File: config.mk
export PLATFORM = sky130hd
export DESIGN_NAME = plpt_lerp_lane
export DESIGN_NICKNAME = d
export VERILOG_FILES = /design/src/hw/rtl/plpt_pkg.sv /design/src/hw/rtl/plpt_lerp_lane.sv
export SDC_FILE = /design/constraint.sdc
export NUM_CORES = 1
export LEC_CHECK = 0
export BUFFER_PORTS_ARGS = -buffer_cell sky130_fd_sc_hd__buf_2
export CORE_MARGIN = 2
export CORE_UTILIZATION = 65
export CTS_CLUSTER_DIAMETER = 120
export DETAILED_ROUTE_END_ITERATION = 16
export GPL_ROUTABILITY_DRIVEN = 1
export PLACE_DENSITY = 0.83
export SKIP_LAST_GASP = 1
export SLEW_MARGIN = 5
export SYNTH_ARGS = -nofsm -noshare
export SYNTH_HDL_FRONTEND = slang
export SYNTH_SLANG_ARGS = --single-unit
File: constraint.sdc
create_clock -name clk -period 8.1 [get_ports clk]
set_input_delay 0.81 -clock clk [delete_from_list [all_inputs] [get_ports clk]]
set_output_delay 0.81 -clock clk [all_outputs]
set_load 0.05 [all_outputs]
File: src/hw/rtl/plpt_pkg.sv
// ----------------------------------------------------------------------------
// plpt_pkg
// Shared types and constants for the piecewise-linear profile table unit.
// ----------------------------------------------------------------------------
`default_nettype none

package plpt_pkg;

    localparam int CMD_W   = 2;
    localparam int VALUE_W = 32;
    localparam int POS_W   = 16;

    localparam logic [CMD_W-1:0] CMD_CLEAR  = 2'd0;
    localparam logic [CMD_W-1:0] CMD_APPEND = 2'd1;
    localparam logic [CMD_W-1:0] CMD_QUERY  = 2'd2;

    // Q2.14 one, Q16.16 defaults for an empty table
    localparam logic signed [POS_W-1:0]   POS_ONE     = 16'sd16384;
    localparam logic signed [POS_W-1:0]   POS_NEG_ONE = -16'sd16384;
    localparam logic signed [VALUE_W-1:0] NEG_ONE_Q16 = -32'sd65536;
    localparam logic signed [VALUE_W-1:0] NEG_PI_Q16  = -32'sd205887;

    typedef struct packed {
        logic load_a;
        logic load_b;
        logic load_prod;
    } lane_ctrl_t;

endpackage

`default_nettype wire

File: src/hw/rtl/plpt_lerp_lane.sv
// ----------------------------------------------------------------------------
// plpt_lerp_lane
// One interpolation lane: a + floor((b - a) * frac / 2^FRACTION_BITS).
// ----------------------------------------------------------------------------
`default_nettype none

module plpt_lerp_lane #(
    parameter int FRACTION_BITS = 15
) (
    input  wire                              clk,
    input  wire plpt_pkg::lane_ctrl_t        ctrl,
    input  wire logic [plpt_pkg::VALUE_W-1:0] data,
    input  wire logic [FRACTION_BITS:0]      frac,
    output logic [plpt_pkg::VALUE_W-1:0]     result
);
    import plpt_pkg::*;

    localparam int DW = VALUE_W + 1;
    localparam int PW = DW + FRACTION_BITS + 2;

    logic signed [VALUE_W-1:0] a_reg;
    logic signed [DW-1:0]      diff_reg;
    logic signed [DW-1:0]      diff_next;
    logic signed [PW-1:0]      prod_reg;
    logic signed [PW-1:0]      prod_next;
    logic signed [PW-1:0]      shifted;

    always_comb
    begin
        diff_next = $signed({data[VALUE_W-1], data}) - $signed({a_reg[VALUE_W-1], a_reg});
        prod_next = diff_reg * $signed({1'b0, frac});
        shifted   = prod_reg >>> FRACTION_BITS;
        result    = a_reg + shifted[VALUE_W-1:0];
    end

    always_ff @(posedge clk)
    begin
        if (ctrl.load_a)
        begin
            a_reg <= data;
        end
        if (ctrl.load_b)
        begin
            diff_reg <= diff_next;
        end
        if (ctrl.load_prod)
        begin
            prod_reg <= prod_next;
        end
    end

endmodule

`default_nettype wire

After elaboration in Yosys (flattened, before gate mapping)
Index checks and enable logic that the tools add are counted.
{ "totals": {"mem_count": 0, "latch_bits": 0, "input_bits": 52, "register_bits": 112, "out_inout_bits": 32, "mem_bits_rw": 0, "rom_bits": 0, "wordCells": 6} }
{ "classes": {"magnitude_cmp": 0, "n_bitwise": 0, "n_addsub": 2, "n_reduce_logical": 0, "n_eq_ne": 0, "shifts": 0, "n_mux": 0, "multipliers": 1, "div": 0} }
{ "ops": {"columns": ["op", "n"], "rows": [
  ["33-bit by 17-bit multiplier with 47-bit output", 1],
  ["32-bit by 32-bit subtractor with 33-bit output", 1],
  ["32-bit adder", 1]
]} }

Depth between registers and ports, before layout
{ "depth": {"ltp_word": 1, "mapped_depth": 24} }

Worst setup path before layout
Ideal clock, no wire load.
{ "synth_timing": {"path_type": "input -> register", "start": "input port frac[10]", "end": "register prod_reg[46], data pin", "arrival_ps": 6481, "stages": 24, "n_path_buf": 2, "setup_time_ps": 256, "slack_ps": 1364, "path_cell_list": "clkbuf_1 clkbuf_1 nand2_1 fa_1 inv_1 fa_1 inv_1 fa_1 inv_1 fa_1 fa_1 inv_1 fa_1 inv_1 ha_1 a21oi_1 a21boi_0 a2111o_1 a21oi_2 o21ai_2 a21oi_4 o31ai_1 or4_1 and4_1"} }
{ "synth_between": {"elab_chain_cells": 1} }
{ "synth_rtl": {"columns": ["item", "line_no", "text"], "rows": [
  ["from (decl)", "plpt_lerp_lane.sv:13", "input wire logic [FRACTION_BITS:0] frac,"],
  ["33-bit by 17-bit multiplier with 47-bit output", "plpt_lerp_lane.sv:31", "prod_next = diff_reg * $signed({1'b0, frac});"],
  ["net prod_next[46]", "plpt_lerp_lane.sv:25", "logic signed [PW-1:0] prod_next;"],
  ["to (signal assigned)", "plpt_lerp_lane.sv:48", "prod_reg <= prod_next;"],
  ["to (decl)", "plpt_lerp_lane.sv:24", "logic signed [PW-1:0] prod_reg;"]
]} }
The timed path passes the listed nets, and every way through them passes these cells.
A chain may end at the register's enable or synchronous reset.

Worst setup path after layout
{ "layout_timing": {"start": "input port frac[2]", "end": "register prod_reg[46], data pin"} }
The elaborated chain is that of the path after synthesis.

==> results.toml <==
[clock_network]
cts_htree_levels = 3
cts_resized = 0
cts_buffer_depth = 2
cts_tree = "done"
cts_hold_buffers = 0
post-cts-setup-buffers = 0
insertion_delay_ns = 0.38
cts_sinks = 97
cts_buffers = 9
ctsRootBufferMaster = "clkbuf_16"
clk_pin_slew_ns = 0.07

[floorplan]
fp-row-count = 69
dieArea_mm2 = 0.03728
die_w_um = 193.1
pin_count = 84
core_area_mm2 = 0.03540
start_util = 0.6566
die_height_um = 193.1

[finish]
final_common_cell = "inv_1"
drive_gt1_frac = 0.04980
n_fill_cell = 2587
largest_reg_flops = 33
layout.nets = 3213
layout_common_cells = "inv_1 (628), fa_1 (483), nand2_1 (326)"
synthToLayoutAreaGrowth_pct = 4.576

[worst_setup_path]
cp_top_family = "adder cells"
cp_common_cell = "fa_1"
critPathArrivalTime_ns = 7.44
rr_startpoint = "diff_reg[18]"
worst_path_max_delay_cell = "buf_2"
r2r-end = "prod_reg[37]"
cp_slowest_stage_delay_ns = 0.58
crit_fanout = 33
crit_chain = "buf_2, nand2_1, fa_1, fa_1, fa_1, inv_1, fa_1, fa_1, inv_1, fa_1, inv_1, ha_1, nand2_1, nor3_1, o21ai_0, a21o_1, o21ai_2, a21oi_4, o31ai_1, nand4_1, and4_1"
crit_required_ns = 8.23
cp-start-kind = "input pin"
r2r_cells = 20
rrSetupSlack_ns = 1.00
critical_path.startpoint = "frac[2]"
crit_type = "in2reg"
crit_buf_inv = 4
cp-end-kind = "flop"

[sta]
skew_ns = 0.01447
slew_viol_final = 0
setup_viol = 0
min_period_ns = 7.302
fmax_ghz = 0.1370
rsz0062_at_grt = "false"
period_share = 0.9014
relSlewSlack = 0.3762
worst_pin_slew_ns = 0.9358
tns_ns = 0
finalHoldViolCount = 0

[routing]
vias = 16929
route.detailed.drc = 0
avgRoutedWirePerCell_um = 18.35
drt_iter0_drc = 1233
viasPerCell = 5.696
wl_um = 54520
postRouteAntennaNets = 0
drtPass1Iterations = 5

[synth]
yosys_warnings = 0
synthArstFlopShare = 0
yosysUniqueCellTypes = 64
syn_avg_cell_area_um2 = 9.341
ys_ff_latch = 97
syn_nets = 3196
synth-edff-count = 97
yosysSeqAreaShare = 0.1253
syn_area_mm2 = 0.02324
syn_inst = 2488
ys.flop_type = "edfxtp_1"

[grt]
first_global_vias = 18472
grt_usage = 0.3143
overflow = 0
grt_max_degree = 34
grt_pass1_wl_um = 90690
antenna_found_initial = 1

[min_path]
hold_start = "data[30]"
hold_class = "in2reg"
whs_path_depth = 1
hold_end = "a_reg[30]"

[run_status]
run_status = "complete, no violations"

[place]
gp_congestion = 0.9304
portBuffers = 83
dpl.hpwl_um = 44050

[flow_run]
maxCapViolCount = 0
through the flow:
step                hold WS [ns]  utilization  std cells  setup WS (ns)  instance area, um^2
detailed placement        0.6932       0.6771       2955         0.5414                23970
finish                    0.6285       0.6866       2972         0.7983                24300
CTS                       0.6205       0.6866       2971         0.8938                24300
floorplan                 0.6384            -       2488          1.364                23240
global route              0.6266       0.6866       2972         0.4979                24300
global placement          0.6690       0.6771       2955         0.6680                23970
synth_stat cells (4+ instances only):
library cell | count | area (um^2)
inv_1 | 628 | 2357
fa_1 | 483 | 9669
nand2_1 | 326 | 1224
and2_1 | 227 | 1420
ha_1 | 173 | 2165
edfxtp_1 | 97 | 2913
clkbuf_1 | 83 | 311.6
xnor2_1 | 74 | 648.1
a21oi_1 | 68 | 340.3
nor2_1 | 49 | 183.9
a21o_1 | 37 | 277.8
o21ai_0 | 36 | 180.2
xor2_1 | 24 | 210.2
o21a_1 | 16 | 120.1
nor3_1 | 15 | 75.07
nand4_1 | 13 | 81.33
nor2b_1 | 12 | 75.07
o21bai_1 | 12 | 90.09
and3_1 | 10 | 62.56
nand3_1 | 10 | 50.05
nand2b_1 | 9 | 56.30
a31oi_1 | 8 | 50.05
o31ai_1 | 6 | 45.04
a211oi_1 | 5 | 37.54
a21boi_0 | 4 | 30.03
o2111ai_1 | 4 | 35.03
o21ai_1 | 4 | 20.02
worst reg2reg max path, cell delays in order (launching register included):
cell       delay [ns]
edfxtp_1         0.85
nand2_1          0.19
fa_1             0.55
fa_1             0.56
inv_1            0.06
fa_1             0.50
fa_1             0.51
fa_1             0.50
inv_1            0.05
fa_1             0.47
inv_1            0.04
ha_1             0.33
a21oi_1          0.23
nand2_1          0.11
a2111o_1         0.42
a21oi_2          0.24
o21a_1           0.31
o21ai_0          0.18
a21oi_1          0.36
mux2i_1          0.25
o2111ai_1        0.14
cell families after synthesis:
group	after synthesis	synth area share
AO/OA/AOI/OAI	237	0.06902
multiplexers	2	0.0008614
flip-flops	97	0.1253
XOR/XNOR	98	0.03693
AND/OR/NAND/NOR	687	0.1438
adder cells (fa/ha/maj)	656	0.5092
buffers and inverters	711	0.1148
layer usage:
metal / vias to the layer above / global-route usage / share of wire / routed length, um
met5: - / 0 / 0 / 0
met4: 0 / 0.1198 / 0.037 / 2005
met3: 151 / 0.05756 / 0.082 / 4455
met2: 806 / 0.5364 / 0.50 / 27130
met1: 8481 / 0.4016 / 0.38 / 20930
li1: 7491 / - / - / -
worst max-delay path by stage:
stage                        end  slack [ns]  cells after the start
floorplan           prod_reg[46]        1.36                     24
global placement    prod_reg[46]        0.67                     21
detailed placement  prod_reg[46]        0.54                     21
CTS                 prod_reg[46]        0.89                     21
global route        prod_reg[46]        0.50                     21
finish              prod_reg[46]        0.80                     21
area by class of cell:
cell class,count,area [um^2],share of cell area
Antenna cell,1,2.502,0.0001030
Clock buffer,9,225.2,0.009266
Clock inverter,7,110.1,0.004530
Inverter,628,2357,0.09699
Multi-Input combinational cell,1680,17660,0.7266
Sequential cell,97,2913,0.1198
Tap cell,461,576.8,0.02373
Timing Repair Buffer,89,460.4,0.01894
Power is left out: the tool's default activity adds up to more than one toggle a clock period on the data nets, which glitch-free logic cannot reach.
